$ cat src/rtl/core/hpj_fifo.sv
module hpj_fifo #(
  parameter int W     = 8,
  parameter int DEPTH = 4
) (
  input  logic         clk,
  input  logic         rst_n,
  input  logic         push_i,
  input  logic [W-1:0] din_i,
  input  logic         pop_i,
  output logic [W-1:0] dout_o,
  output logic         empty_o,
  output logic         full_o
);

  localparam int PW  = (DEPTH > 1) ? $clog2(DEPTH) : 1;
  localparam int CNW = $clog2(DEPTH + 1);

  logic [W-1:0]   q_r [DEPTH];
  logic [PW-1:0]  wr_ptr_r, rd_ptr_r;
  logic [CNW-1:0] count_r;

  assign dout_o  = q_r[rd_ptr_r];
  assign empty_o = (count_r == '0);
  assign full_o  = (count_r == CNW'(DEPTH));

  // Store entries
  always_ff @(posedge clk) begin
    if (push_i) begin
      q_r[wr_ptr_r] <= din_i;
    end
  end

  // Advance pointers and occupancy
  always_ff @(posedge clk) begin
    if (!rst_n) begin
      wr_ptr_r <= '0;
      rd_ptr_r <= '0;
      count_r  <= '0;
    end else begin
      if (push_i) begin
        wr_ptr_r <= (wr_ptr_r == PW'(DEPTH - 1)) ? '0 : wr_ptr_r + PW'(1);
      end
      if (pop_i) begin
        rd_ptr_r <= (rd_ptr_r == PW'(DEPTH - 1)) ? '0 : rd_ptr_r + PW'(1);
      end
      if (push_i && !pop_i) begin
        count_r <= count_r + CNW'(1);
      end else if (pop_i && !push_i) begin
        count_r <= count_r - CNW'(1);
      end
    end
  end

`ifndef SYNTHESIS
  a_no_overrun: assert property (@(posedge clk) disable iff (!rst_n)
    (push_i && full_o |-> pop_i) and (pop_i |-> !empty_o))
    else $error("queue overrun or underrun");
`endif

endmodule

$ cat config.mk
export PLATFORM = sky130hd
export DESIGN_NAME = hpj_fifo
export DESIGN_NICKNAME = d
export VERILOG_FILES = /design/src/rtl/core/hpj_fifo.sv
export SDC_FILE = /design/constraint.sdc
export NUM_CORES = 1
export LEC_CHECK = 0
export ABC_AREA = 1
export BUFFER_PORTS_ARGS = -buffer_cell sky130_fd_sc_hd__buf_2
export CAP_MARGIN = 15
export CORE_MARGIN = 3
export CORE_UTILIZATION = 50
export DETAILED_ROUTE_END_ITERATION = 10
export GPL_TIMING_DRIVEN = 1
export HOLD_SLACK_MARGIN = 0.02
export PLACE_DENSITY = 0.73
export SLEW_MARGIN = 20
export SYNTH_ARGS = -nofsm -noshare
export SYNTH_HDL_FRONTEND = slang
export SYNTH_SLANG_ARGS = --single-unit
export TNS_END_PERCENT = 5
$ cat constraint.sdc
create_clock -name clk -period 1.39 [get_ports clk]
set_input_delay 0.3475 -clock clk [delete_from_list [all_inputs] [get_ports clk]]
set_output_delay 0.3475 -clock clk [all_outputs]
set_load 0.01 [all_outputs]
* Word level (Yosys, flattened, before mapping) *
Memories as Yosys holds them, arrays and structs flattened. A register that Yosys moved wholly into a read port is not among the register bits.
Index checks and enable logic that the tools add are counted.

operators by class
  add/subtract/negate cells = 4
  equal/unequal tests = 3
  multiplexer cells = 8
  reductions and logical operators = 6

operator list
  operator               count
  $mux W2                4
  $mux W3                2
  $add A2 B1 Y2 const B  2
  $eq A2 B2 Y1 const B   2
  $add A3 B1 Y3 const B  1
  $eq A3 B3 Y1 const B   1
  $logic_not A3 Y1       1
  $sub A3 B1 Y3 const B  1
  $logic_and A1 B1 Y1    2
  $logic_not A1 Y1       2
  $mux W1                2
  $reduce_bool A2 Y1     1

storage, ports and cells
  register bits after elaboration = 7
  bits in writable memories = 32
  input port bits = 12
  output and inout bits = 10
  logic and storage cells = 25
  memories kept = 1

memory list
  name  words  bits a word  rd ports  clocked after memory_dff  wr ports  line  RTL
  q_r   4      8            1         1                         1         18    logic [W-1:0] q_r [DEPTH];

* Depth between registers and ports, before layout *
  depth in word-level cells = 4
  gate-level depth with buffers = 10
  mapped depth without buffers = 10

* Worst setup path after synthesis *
Ideal clock, no wire load.

  path kind = in2reg
  start = input port pop_i
  end = register count_r[2]
  library setup time = 0.110 ns
  data arrival time = 1.288 ns
  required time = 1.280 ns
  setup slack = -0.008 ns
  stages = 10
  buffers on the path = 0
  path through = inv_1 > ha_1 > inv_1 > fa_1 > inv_1 > nand2_1 > nand3_1 > nand2_1 > inv_1 > nor2_1

between the ends
  word-level cells in the longest chain between the ends = 3
  elaborated cells between the ends (all ways) = 5
  classes of those cells = 1 x mux; 4 x reduce/logical

RTL lines
  what                                           line  RTL
  start: declaration                             9     input logic pop_i,
  $logic_not A1 Y1                               46    if (push_i && !pop_i) begin
  $logic_and A1 B1 Y1                            46
  $mux W3 or $reduce_bool A2 Y1 (tied branches)  -
  end signal: assignment                         47    count_r <= count_r + CNW'(1);
  end signal: assignment                         49    count_r <= count_r - CNW'(1);
  end: declaration                               20    logic [CNW-1:0] count_r;

Parallel ways exist; a longest one is shown, timed or not.
A chain may end at the register's enable or synchronous reset.

==> impl_metrics.py <==
metrics = {
    "floorplanning": {
        "io-pin-count": 22,
        "die-area_um2": 4030,
        "core_um2": 3100,
        "placement_rows": 20,
        "start_util_pct": 53.2,
        "vert_die_dim_um": 63.5,
        "floorplan.die.width_um": 63.5,
    },
    "worst_setup_path": {
        "endpoint_kind": "output pin",
        "worstPathCellList": "buf_6 -> o21ai_1 -> o22ai_1 -> buf_2",
        "timing.critical_path.from_type": "flop",
        "crit_type": "flop to output pin",
        "combined_buffer_and_inverter_count_along_the_critical_path": 2,
        "cell_family_with_most_cp_delay": "flip-flops",
        "timing.critical_path.required_ps": 1040,
        "startpoint_of_the_worst_slack_reg_to_reg_timing_path": "count_r[0]",
        "path_max_fanout": 5,
        "crit_path_max_incr_delay_ps": 420,
        "crit_slowest_cell": "sky130_fd_sc_hd__dfxtp_4",
        "timing.critical_path.arrival_ps": 1270,
    },
    "outcome": {
        "status": "complete, but fails checks",
        "failed_checks": "setup timing",
    },
    "global_routing": {
        "antenna_violations_before_repair": 0,
        "grt_overflow": 0,
        "first_global_vias": 1099,
        "track_usage_pct": 16.4,
        "grt_first_pass_wirelength_um": 4990,
        "grt_start_max_net_pins": 17,
    },
    "place": {
        "placedInstanceArea_um2": 1870,
        "dp_hpwl_um": 2080,
        "gpl.final_weighted_congestion": 0.769,
        "pre_cts_ws_ps": -190,
        "numPortBuffers": 21,
    },
    "clock_network": {
        "clock_tree.root_cell": "sky130_fd_sc_hd__clkbuf_4",
        "number_of_buffers_on_the_longest_clock_path": 2,
        "cts_buffers": 5,
        "clock_tree_from_tritoncts": "yes",
        "clock_edge_transition_at_the_registers_on_the_reported_setup_and_hold_paths_ps": 120,
        "cts.repair_timing.setup_buffer_count": 0,
        "cts_sinks": 41,
        "cts-htree-levels": 2,
        "clock_insertion_delay_worst_skew_ps": 350,
    },
    "sta": {
        "final_max_slew_viol_count": 0,
        "layout_min_cycle_time_ps": 1610,
        "final_min_period_over_clock_period_pct": 116,
        "timing.final.hold_violations": 0,
        "max_freq_mhz": 620,
        "setup_viol_count_final": 9,
        "timing.max_slew.rel_slack_pct": 74.3,
        "clock_skew_ps": 17.3,
        "tightestPinTransition_ps": 385,
        "postLayoutSetupSlackWorst_ps": -224,
        "grt_setup_unrepaired": "yes",
    },
    "drt": {
        "vias_per_cell": 5.02,
        "detail_route.iter0.violations": 46,
        "ant_nets": 0,
        "drt-pass1-iter-count": 4,
        "vias": 1089,
        "routedWlPerCell_um": 13.9,
        "drc_violations_left": 0,
        "routed_wl_um": 3010,
    },
    "finish": {
        "antennaDiodeCount": 0,
        "final_core_utilization_pct": 64.8,
        "synthToLayoutAreaGrowth_pct": 21.8,
        "finish.instance_area_um2": 2010,
        "layout.cells.most_common": "sky130_fd_sc_hd__edfxtp_1",
        "layout_net_count": 191,
        "top_library_cells_by_usage_in_the_layout_fill_and_taps_aside": "sky130_fd_sc_hd__edfxtp_1, sky130_fd_sc_hd__nor2_1, sky130_fd_sc_hd__buf_2, sky130_fd_sc_hd__inv_1, sky130_fd_sc_hd__o21ai_2",
        "drive_above_1_share_pct": 34.7,
    },
    "flow_run": {
        "max-cap-violations": 0,
    },
    "yosys": {
        "synth_edf_count": 32,
        "yosysWarnings": 0,
        "synth.yosys.seq_area_share_pct": 69.1,
        "post_synth_inst_count": 135,
        "postSynth.asyncResetShare_pct": 0,
        "synthesized_area_um2": 1650,
        "mappedNetlistNets": 154,
        "post_synth_num_cell_types": 19,
        "synth_flop_cell": "sky130_fd_sc_hd__edfxtp_1",
        "synthesis.area_per_instance_um2": 12.2,
        "synth.ff_latch_count": 41,
    },
    "power_and_ir_drop": {
        "ir_drop_v": 0.000710,
        "p_leak_nw": 0.820,
        "power.density_cell_area_nw_per_um2": 1270,
    },
    "min_path": {
        "worst_hold_startpoint": "din_i[1]",
        "hold_path_class": "primary input to flop",
    },
}
## state kept, by name, indices dropped and copies added, names as in the netlist, named ones only
signal,flops
q_r,32
count_r,3
rd_ptr_r,2
wr_ptr_r,2
## worst paths after layout
path | endpoint | slack (ps) | cells after the start
max | dout_o[1] | -220 | 4
max reg2reg | count_r[2] | 90 | 7
min | q_r[0][1] | 210 | 1
min reg2reg | flop | 540 | 2
## routing by layer
layer | wire length (um) | track usage, %
met5 | 0 | 0
met3 | 200 | 5.17
met4 | 0 | 5.39
met1 | 1270 | 19.4
met2 | 1540 | 28.0
## kinds of logic after synthesis
kind of cell / Yosys count / synth area share, %
buf+inv: 18 / 5.00
flops: 41 / 69.1
compound gates: 30 / 10.2
fa+ha+maj: 7 / 5.76
simple gates: 38 / 9.47
xor+xnor: 1 / 0.530
## worst register-to-register path: stages, from the launching register on
cell	delay, ps
sky130_fd_sc_hd__dfxtp_2	360
sky130_fd_sc_hd__fa_1	450
sky130_fd_sc_hd__inv_1	70
sky130_fd_sc_hd__nand2_1	70
sky130_fd_sc_hd__nand3_1	80
sky130_fd_sc_hd__nand2_1	60
sky130_fd_sc_hd__inv_1	70
sky130_fd_sc_hd__nor2_1	50
## stage by stage
stage                     hold slack, ps  setup TNS, ps  power [mW]  instances
final                                212          -1600        2.55        217
after global routing                 185          -2450        2.68        217
after CTS                            195          -1890        2.55        217
after detailed placement             532           -288        1.79        208
after global placement               504           -153        1.77        208
after floorplan                      446              0        1.65        135
## power by group
part	internal, mW	switching (mW)
Combinational	0.156	0.207
Sequential	1.39	0.0477
Clock	0.377	0.367
Total	1.93	0.622
## Yosys cell counts, types with 3 or more instances
| library cell | number | area share [%] |
|---|---|---|
| sky130_fd_sc_hd__dfxtp_1 | 9 | 11 |
| sky130_fd_sc_hd__nor2_1 | 22 | 5.0 |
| sky130_fd_sc_hd__inv_1 | 15 | 3.4 |
| sky130_fd_sc_hd__o21ai_0 | 15 | 4.5 |
| sky130_fd_sc_hd__nand2_1 | 8 | 1.8 |
| sky130_fd_sc_hd__edfxtp_1 | 32 | 58 |
| sky130_fd_sc_hd__a21oi_1 | 3 | 0.91 |
| sky130_fd_sc_hd__nor3_1 | 4 | 1.2 |
| sky130_fd_sc_hd__ha_1 | 6 | 4.5 |
| sky130_fd_sc_hd__o22ai_1 | 8 | 3.0 |
## area by class of cell
| class | instances | area, um^2 |
|---|---|---|
| clock inverter | 2 | 35.0 |
| inverter | 16 | 67.6 |
| multi-input combinational | 76 | 462 |
| fill | 259 | 1090 |
| timing repair buffer | 32 | 199 |
| tap | 44 | 55.1 |
| sequential | 41 | 1150 |
| clock buffer | 6 | 41.3 |
## timing repair
item | in CTS | in global routing
hold buffers | 0 | 0
hold endpoints to repair | 0 | 0
cloned | 1 | 0
pin swaps | 4 | 9
resized for setup | 23 | 10
endpoints found under the setup margin | 10 | 10
No activity file was read; power rests on OpenSTA's default activity.
