### src/rtl/core/hpj_front.sv
module hpj_front #(
  parameter int MAX_WIDTH  = 512,
  parameter int MAX_HEIGHT = 512
) (
  input  logic                                 clk,
  input  logic                                 rst_n,
  input  logic                                 in_valid,
  output logic                                 in_stall,
  input  logic [7:0]                           in_pixel,
  input  logic                                 clearing_i,
  input  logic                                 fifo_full_i,
  input  logic [$clog2(MAX_WIDTH+1)-1:0]       w_i,
  input  logic [$clog2(MAX_HEIGHT+1)-1:0]      h_i,
  output logic                                 push_o,
  output logic [$clog2(MAX_WIDTH)+$clog2(MAX_HEIGHT)+9:0] item_o
);

  localparam int CW  = $clog2(MAX_WIDTH);
  localparam int LW  = $clog2(MAX_HEIGHT);
  localparam int WW  = $clog2(MAX_WIDTH + 1);
  localparam int HW  = $clog2(MAX_HEIGHT + 1);
  localparam int CXW = ((CW > WW) ? CW : WW) + 1;
  localparam int LXW = ((LW > HW) ? LW : HW) + 1;

  logic          acc;
  logic [CW-1:0] col_r, col_nxt, colf;
  logic [LW-1:0] line_r, line_nxt, linef;
  logic          bank_r, bank_nxt;
  logic [CXW-1:0] col_inc;
  logic [LXW-1:0] line_inc;
  logic          col_wrap, line_wrap;

  // Take a request whenever the queue has room and the store is ready
  assign in_stall = clearing_i || fifo_full_i;
  assign acc      = in_valid && !in_stall;
  assign push_o   = acc;

  // Restart counters beyond a shrunk size, then step the raster position
  always_comb begin
    colf      = (CXW'(col_r) >= CXW'(w_i)) ? '0 : col_r;
    linef     = (LXW'(line_r) >= LXW'(h_i)) ? '0 : line_r;
    col_inc   = CXW'(colf) + CXW'(1);
    line_inc  = LXW'(linef) + LXW'(1);
    col_wrap  = col_inc >= CXW'(w_i);
    line_wrap = col_wrap && (line_inc >= LXW'(h_i));
    col_nxt   = col_wrap ? '0 : col_inc[CW-1:0];
    if (col_wrap) begin
      line_nxt = line_wrap ? '0 : line_inc[LW-1:0];
    end else begin
      line_nxt = linef;
    end
    bank_nxt = bank_r ^ line_wrap;
  end

  // Tag the request with its position, bank and frame end
  assign item_o = {in_pixel, bank_r, line_wrap, linef, colf};

  always_ff @(posedge clk) begin
    if (!rst_n) begin
      col_r  <= '0;
      line_r <= '0;
      bank_r <= 1'b0;
    end else if (acc) begin
      col_r  <= col_nxt;
      line_r <= line_nxt;
      bank_r <= bank_nxt;
    end
  end

`ifndef SYNTHESIS
  a_pos_in_range: assert property (@(posedge clk) disable iff (!rst_n)
    acc |=> (CXW'(col_r) < CXW'(w_i)) && (LXW'(line_r) < LXW'(h_i)))
    else $error("raster position left the frame after a request");
  a_bank_flip: assert property (@(posedge clk) disable iff (!rst_n)
    acc && line_wrap |=> bank_r != $past(bank_r))
    else $error("bank did not flip at frame end");
`endif

endmodule

### config.mk
export PLATFORM = sky130hd
export DESIGN_NAME = hpj_front
export DESIGN_NICKNAME = d
export VERILOG_FILES = /design/src/rtl/core/hpj_front.sv
export SDC_FILE = /design/constraint.sdc
export NUM_CORES = 1
export LEC_CHECK = 0
export BUFFER_PORTS_ARGS = -buffer_cell sky130_fd_sc_hd__buf_2
export CAP_MARGIN = 20
export CORE_ASPECT_RATIO = 1.2
export CORE_UTILIZATION = 53
export DETAILED_ROUTE_END_ITERATION = 16
export PLACE_DENSITY_LB_ADDON = 0.3
export SETUP_SLACK_MARGIN = 0.3
export SYNTH_ARGS = -nofsm -noshare
export SYNTH_HDL_FRONTEND = slang
export SYNTH_SLANG_ARGS = --single-unit
### constraint.sdc
create_clock -name clk -period 6.3 [get_ports clk]
set_input_delay 1.26 -clock clk [delete_from_list [all_inputs] [get_ports clk]]
set_output_delay 1.26 -clock clk [all_outputs]
set_load 0.02 [all_outputs]
Word level (Yosys, flattened, before mapping)
Cells that the tools add are included.
Widths: inputs -> output; s select.

word-level totals
  ROM bits = 0
  input port bits = 33
  memories = 0
  logic and storage cells = 19
  output and inout port bits = 30
  bits in registers = 19
  bits in latches = 0
  memory bits (writable) = 0

operators by class
  multiplexer cells = 5
  $mul = 0
  div/mod/pow operators = 0
  eq/ne operators = 0
  magnitude comparators = 4
  bitwise gates (word level) = 1
  reduce and logical (&&, ||, !) cells = 4
  shifts and indexed selects = 0
  $add $sub $neg = 2

operators by type and width
  cell                  count
  $mux 9                5
  $add 9x1->10 const B  2
  $ge 10x10->1          2
  $ge 9x10->1           2
  $logic_and 1x1->1     2
  $logic_not 1->1       1
  $logic_or 1x1->1      1
  $xor 1x1->1           1

Longest topological paths before layout
Gate-level depths: netlist of run 1.

  depth after elaboration = 7
  gate-level depth with buffers = 22
  depth with buffers taken out = 20

Least setup slack after synthesis of run 1
Ideal clock, no wire load.

  path kind = in2out
  start = input port w_i[3]
  end = output port item_o[18]
  path buffers = 3
  required time = 5040 ps
  stages on the path = 20
  arrival = 4780 ps
  setup slack = 260 ps
  cells stage by stage = inv_1 -> ha_1 -> a211oi_2 -> nor2_1 -> o2bb2ai_1 -> a21oi_2 -> buf_1 -> and2_1 -> ha_1 -> clkbuf_1 -> nand3_1 -> xnor2_1 -> and2_1 -> ha_1 -> o21a_1 -> o211ai_1 -> a31oi_1 -> o22a_1 -> and2_2 -> buf_4

between the ends
  longest elaborated chain between the ends = 5

ends and longest elaborated chain
  element             RTL line  source
  start: declaration  12        input logic [$clog2(MAX_WIDTH+1)-1:0] w_i,
  $ge 9x10->1         40        colf = (CXW'(col_r) >= CXW'(w_i)) ? '0 : col_r;
  $mux 9              40
  net item_o[1]       15        output logic [$clog2(MAX_WIDTH)+$clog2(MAX_HEIGHT)+9:0] item_o
  $add 9x1->10        42        col_inc = CXW'(colf) + CXW'(1);
  $ge 10x10->1        44        col_wrap = col_inc >= CXW'(w_i);
  $logic_and 1x1->1   45        line_wrap = col_wrap && (line_inc >= LXW'(h_i));
  end: declaration    15

The timed path passes the listed nets, and every way through them passes these cells.

Final worst setup path of run 1
  start = input port w_i[3]
  end = output port item_o[18]

between the ends
  longest elaborated chain between the ends = 5

ends and longest elaborated chain
  element              RTL line
  $ge 9x10->1          40
  $mux 9               40
  $add 9x1->10         42
  $ge 10x10->1 *       44
  $logic_and 1x1->1 *  45

Mark *: on every way between the ends. The rest lies on a longest branch, timed or not.

==> metrics.cfg, run 1 <==
[power]
p_int_uw=181.3
seq_power_share_pct=50.5
p_leak_uw=0.001291
clkPwrFrac_pct=33.9
power.density_nw_per_um2=97.80
p_sw_share_pct=24.39
power_uw=239.8
ir_worst_vdd_mv=0.06195
pwr-share-comb_pct=15.6
p_switching_uw=58.50

[setup_path]
critPathKind=primary input to output pin
crit_cells=20
cp-start-kind=primary input
crit_required_ns=5.04
regToRegStartpoint=col_r[3]$_SDFFE_PN0P_
r2r_slack_ns=2.12
crit_slowest_cell=ha_1
cp-end-kind=output pin
reg2reg_to=line_r[2]$_SDFFE_PN0P_
worstSetupStartpoint=w_i[3]
cp_slowest_stage_delay_ns=0.32
path_max_fanout=6
crit_chain=buf_2, inv_1, ha_1, a211oi_2, nor2_1, o2bb2ai_1, a21oi_2, nand2_1, inv_1, ha_2, nand3_1, xnor2_1, and2_1, ha_1, o21a_1, o211ai_1, a31oi_1, o22a_1, and2_2, buf_2
crit_buf_inv=4
cp_data_arrival_time_ns=4.50
worstSetupEndpoint=item_o[18]
reg2reg_depth=19
crit_family=compound AO/OA/AOI/OAI gates

[finish]
nets=385
finalNonFillerCells=365
seqCellArea_sq_um=380.4
fin_area_sq_um=2452
syn_to_final_growth_pct=13.62
multiInputGateArea_sq_um=1605
fillers=356
layout-drive-gt1-share_pct=21.22
diodes=0

[placed_design]
place_area_sq_um=2382
dp_hpwl_microns=3995
place.gp.congestion=0.8866
port_buffers=46
place_inst=361

[synthesis]
synthArstFlopShare_pct=0
syn_nets=346
ys_seq_area_share_pct=17.62
syn_area_per_cell_sq_um=7.906
post-synth-top-area-cell=ha_1
syn_inst=273
synth_edf_count=0
netlist_area_sq_um=2158
synth.yosys.warnings=0
ys_ff_latch=19
yosysUniqueCellTypes=49
synth_flop_cell=dfxtp_1
synth.area.top_cells=ha_1 23%, dfxtp_1 18%, nor2_1 5.4%
synth_top_area_share_pct=23.19

[clocking]
ctsHoldBuffers=0
cts_tree=yes
cts_buffers=3
clock_path_buffers=2
clk_latency_ns=0.25
htree_num_levels=1
clkTransAtPathRegs_ns=0.07
clock-sinks=19
cts-root-buf=clkbuf_8

[timing]
max_freq_mhz=173.6
rsz0062_at_grt=no
finClkSkew_ns=0.002740
tns_ns=0
fin_crit_ns=5.759
slew_headroom_pct=65.72
setup_viol=0
hold_violations=0
slew_viol_final=0
fin_crit_sh_pct=91.41
tightest_slew_ns=0.5110

[routing]
via_per_inst=5.570
antenna_left=0
wl_per_cell_microns=13.49
drt-initial-drc-count=62
drtPass1Iterations=4
wl_microns=4925
drc=0
vias=2033

[grt]
antenna_found_initial=0
grt_max_degree=20
track_usage_pct=23.86
grt-ovfl-total=0
first_global_vias=1797
grt_pass1_wl_microns=8066

[die]
ios=63
initial_core_util_pct=55.20
die_y_microns=71.91
die-width_microns=60.26
num_rows=25
coreArea_sq_um=3910
die-area_sq_um=4333

[min_path]
hold_path_class=flip-flop to flip-flop

[status]
outcome=completed

[job]
cap_violations=0

[metal layers]
| metal | wire, microns | GRT usage (%) |
|---|---|---|
| met3 | 125 | 1.426 |
| met4 | 77 | 8.010 |
| met2 | 2596 | 43.59 |
| met1 | 2126 | 28.75 |
| met5 | 0 | 0 |
[flip-flops by register name, indices dropped and copies added (netlist names)]
signal and count:
col_r 9, line_r 9, bank_r 1
[worst min path at each step]
stage / startpoint / to / slack, ns / cells past startpoint
finish: bank_r$_SDFFE_PN0P_ / bank_r$_SDFFE_PN0P_ / 0.52 / 2
global placement: bank_r$_SDFFE_PN0P_ / bank_r$_SDFFE_PN0P_ / 0.50 / 2
global route: bank_r$_SDFFE_PN0P_ / bank_r$_SDFFE_PN0P_ / 0.55 / 2
floorplan: bank_r$_SDFFE_PN0P_ / bank_r$_SDFFE_PN0P_ / 0.48 / 2
CTS: bank_r$_SDFFE_PN0P_ / bank_r$_SDFFE_PN0P_ / 0.52 / 2
detailed placement: bank_r$_SDFFE_PN0P_ / bank_r$_SDFFE_PN0P_ / 0.50 / 2
[cell type report]
class	count	area share, %
repair buffers	48	10.00
inverters	29	4.439
well taps	54	2.755
multi-input cells	211	65.46
flip-flops and latches	19	15.51
clock buffers	4	1.837
[Yosys cell counts (all sizes together), types with 3 or more instances]
cell and number:
o21a 3, nor2 31, dfxtp 19, nand3 14
inv 28, xor2 8, nor3 5, buf 11
and3 6, nand2 15, a22oi 13, and2 16
and4 3, ha 40, a31oi 3, o211ai 3
a21oi 12, nand4 4, o21ai 5, a211oi 3
xnor2 8, clkbuf 3
[per-stage QoR]
stage / worst slack (ns) / hold slack (ns) / utilization [%]
after floorplan: 0.3339 / 0.4803 / -
after global placement: 0.2837 / 0.5015 / 60.93
after detailed placement: 0.2275 / 0.4952 / 60.93
after CTS: 0.3357 / 0.5165 / 62.18
after global routing: 0.3187 / 0.5496 / 62.72
final: 0.5412 / 0.5176 / 62.72
[placed cells by master, fill, tap and decap left out, types with 3 or more instances in the layout]
master	synthesis	final
ha_1	40	38
nand4_1	3	3
inv_1	28	28
o21a_1	3	3
nor3_1	4	4
nand2_1	15	15
nor2_1	31	30
a21oi_2	1	3
a21oi_1	11	9
and3_1	6	6
a22oi_1	13	13
a31oi_1	3	3
and2_1	15	14
nand3_1	14	14
o211ai_1	3	3
clkbuf_8	0	3
xnor2_1	8	8
buf_2	0	46
o21ai_0	3	3
dfxtp_1	19	19
xor2_1	8	8
[tightest hold or removal path, stage by stage, from the launching register on]
cell and delay, ns:
dfxtp_1 0.34, xor2_1 0.07, nor2_1 0.07
[repair_timing]
action,4_1_cts,5_1_grt
gates resized for setup,1,5
pin swaps,0,1
cloned,0,0
setup endpoints to repair,1,1
buffers inserted,0,0
[power groups by stage]
stage | Clock (uW) | Combinational (uW) | Sequential (uW)
after floorplan | 0 | 30.3 | 124
after global placement | 0 | 36.5 | 124
after detailed placement | 0 | 37.1 | 124
after CTS | 83.9 | 37.5 | 121
after global routing | 88.4 | 43.1 | 121
final | 81.3 | 37.3 | 121
[cell families after synthesis]
logic type / share of synthesized area (%)
buf+inv: 9.217
simple gates: 24.17
fa+ha+maj: 23.19
compound gates: 19.30
xor+xnor: 6.493
flops: 17.62
Note: power is estimated with default switching activity, not from simulation.
==> run 2: changes to the inputs <==
ABC_AREA = 0   (was unset)
CORE_MARGIN = 2   (was unset)
==> run 2 against run 1 <==
Compared with the run above: count of clock-buffer cells in the layout unchanged; setup slack improved by 0.049 ns; critical path depth unchanged; clock power barely moved; clock skew shrank 0.0012 ns; critical endpoint unchanged; largest power group unchanged.
==> metrics.cfg, run 2 (same netlist as run 1, synthesis figures left out) <==
[placed_design]
port_buffers=46  ; unchanged
place_inst=361  ; unchanged
place_area_sq_um=2382  ; unchanged
place.gp.congestion=0.9059  ; was 0.8866
dp_hpwl_microns=4153  ; was 3995 microns
pre_cts_ws_ns=0.3374  ; was 0.2275 ns

[grt]
grt-ovfl-total=0  ; unchanged
antenna_found_initial=0  ; unchanged
track_usage_pct=22.24  ; was 23.86%
grt_max_degree=20  ; unchanged
grt_pass1_wl_microns=8431  ; was 8066 microns
use_met3_pct=1.225  ; was 1.426%
first_global_vias=1901  ; was 1797
grt_util_met2_pct=43.48  ; was 43.59%
met1_usage_pct=26.58  ; was 28.75%
grt-busiest-layer=met2  ; unchanged

[timing]
max_freq_mhz=175.1  ; was 173.6 MHz
slew_viol_final=0  ; unchanged
finClkSkew_ns=0.001577  ; was 0.002740 ns
fin_ws_ns=0.5902  ; was 0.5412 ns
fin_crit_ns=5.710  ; was 5.759 ns
rsz0062_at_grt=no  ; unchanged
fin_crit_sh_pct=90.63  ; was 91.41%
slew_headroom_pct=65.94  ; was 65.72%
tightest_slew_ns=0.5077  ; was 0.5110 ns
tns_ns=0  ; unchanged
setup_viol=0  ; unchanged
hold_violations=0  ; unchanged

[power]
ir_worst_vdd_mv=0.04368  ; was 0.06195 mV
seq_power_share_pct=50.4  ; was 50.5%
p_leak_uw=0.001296  ; was 0.001291 uW
p_switching_uw=58.82  ; was 58.50 uW
p_int_uw=181.5  ; was 181.3 uW
power.density_nw_per_um2=97.44  ; was 97.80 nW/um^2
clkPwrFrac_pct=33.8  ; was 33.9%
p_sw_share_pct=24.48  ; was 24.39%
pwr-share-comb_pct=15.7  ; was 15.6%

[die]
num_rows=25  ; unchanged
initial_core_util_pct=55.20  ; unchanged
die_y_microns=73.91  ; was 71.91 microns
die-area_sq_um=4601  ; was 4333 sq um
ios=63  ; unchanged
coreArea_sq_um=3910  ; unchanged
die-width_microns=62.26  ; was 60.26 microns

[finish]
diodes=0  ; unchanged
finalNonFillerCells=368  ; was 365
utilization_pct=63.07  ; was 62.72%
syn_to_final_growth_pct=14.26  ; was 13.62%
layout_common_cells=46 x buf_2, 38 x ha_1, 30 x nor2_1, 28 x inv_1, 19 x dfxtp_1  ; unchanged
layout_commonest_cell=buf_2  ; unchanged
nets=388  ; was 385
fin_area_sq_um=2466  ; was 2452 sq um
fillers=372  ; was 356
layout-drive-gt1-share_pct=22.29  ; was 21.22%
largestRegisters=col_r x9, line_r x9, bank_r x1  ; unchanged

[clocking]
ctsHoldBuffers=0  ; unchanged
clkTransAtPathRegs_ns=0.07  ; about the same
clk_latency_ns=0.25  ; about the same
clock_path_buffers=2  ; unchanged
cts_buffers=3  ; unchanged
clock-sinks=19  ; unchanged
cts-root-buf=clkbuf_8  ; unchanged
cts_tree=yes  ; unchanged
htree_num_levels=1  ; unchanged

[setup_path]
critPathKind=primary input to output pin  ; unchanged
cp_data_arrival_time_ns=4.45  ; was 4.50 ns
crit_chain=buf_2, inv_1, ha_1, a211oi_2, nor2_1, o2bb2ai_1, a21oi_2, nand2_1, inv_1, ha_2, nand3_1, xnor2_1, and2_1, ha_1, o21a_1, o211ai_1, a31oi_1, o22a_2, and2_2, buf_2  ; was buf_2, inv_1, ha_1, a211oi_2, nor2_1, o2bb2ai_1, a21oi_2, nand2_1, inv_1, ha_2, nand3_1, xnor2_1, and2_1, ha_1, o21a_1, o211ai_1, a31oi_1, o22a_1, and2_2, buf_2
crit_buf_inv=4  ; unchanged
cp-start-kind=primary input  ; unchanged
path_max_fanout=6  ; unchanged
crit_slowest_cell=ha_1  ; unchanged
cp_slowest_stage_delay_ns=0.32  ; about the same
cp-end-kind=output pin  ; unchanged
crit_family=compound AO/OA/AOI/OAI gates  ; unchanged
crit_required_ns=5.04  ; about the same

[routing]
wl_per_cell_microns=13.81  ; was 13.49 microns
drtPass1Iterations=4  ; unchanged
antenna_left=0  ; unchanged
via_per_inst=5.560  ; was 5.570
wl_microns=5082  ; was 4925 microns
drt-initial-drc-count=77  ; was 62
drc=0  ; unchanged
vias=2046  ; was 2033

[status]
outcome=completed  ; unchanged

[min_path]
hold_path_class=flip-flop to flip-flop  ; unchanged

[job]
cap_violations=0  ; unchanged

-- run 2: changes by cell type in the layout (fill, tap and decap cells not counted), sizes merged --
cell | before | now
buf | 48 | 51
-- run 2: layer usage --
metal / share of wire [%] / wire length, microns / vias to the layer above
met3: 3.2 / 165 / 6
met4: 1.3 / 64 / 0
met5: 0 / 0 / -
met2: 53 / 2704 / 48
met1: 42 / 2148 / 942
li1: - / - / 1050
-- run 2: power by group through the flow --
stage / logic [uW] / registers, uW / clock network, uW
final: 37.8 / 121 / 81.3
after global routing: 43.4 / 121 / 88.7
after CTS: 38.0 / 121 / 83.3
after detailed placement: 37.8 / 124 / 0
after global placement: 36.7 / 124 / 0
after floorplan: 30.3 / 124 / 0
-- run 2: worst min-delay path, cell delays in order, from the launching register on --
cell	delay, ns
dfxtp_1	0.35
xor2_1	0.07
nor2_1	0.07
-- run 2: final timing paths --
check / start / end / slack [ns] / cells past startpoint
max: w_i[3] / item_o[18] / 0.59 / 20
min: bank_r$_SDFFE_PN0P_ / bank_r$_SDFFE_PN0P_ / 0.53 / 2
max reg2reg: line_r[0]$_SDFFE_PN0P_ / line_r[2]$_SDFFE_PN0P_ / 2.04 / 20
min reg2reg: bank_r$_SDFFE_PN0P_ / bank_r$_SDFFE_PN0P_ / 0.53 / 2
-- run 2: timing repair --
| action | 4_1_cts | 5_1_grt |
|---|---|---|
| setup endpoints to repair | 0 | 1 |
| resized for setup | 0 | 6 |
| buffers inserted | 0 | 3 |
-- run 2: layout make-up --
| class | count | area (sq um) | share of cell area, % |
|---|---|---|---|
| Clock buffer | 4 | 45.04 | 1.826 |
| Multi-Input combinational cell | 211 | 1597 | 64.74 |
| Timing Repair Buffer | 51 | 267.8 | 10.86 |
| Sequential cell | 19 | 380.4 | 15.42 |
| Tap cell | 54 | 67.56 | 2.740 |
| Inverter | 29 | 108.9 | 4.414 |
-- run 2: metrics by stage --
step	total power, uW	hold slack [ns]
2_1_floorplan	154.0	0.4803
3_3_place_gp	160.7	0.5005
3_5_place_dp	161.7	0.5143
4_1_cts	242.4	0.5361
5_1_grt	253.2	0.5829
6_report	240.3	0.5272
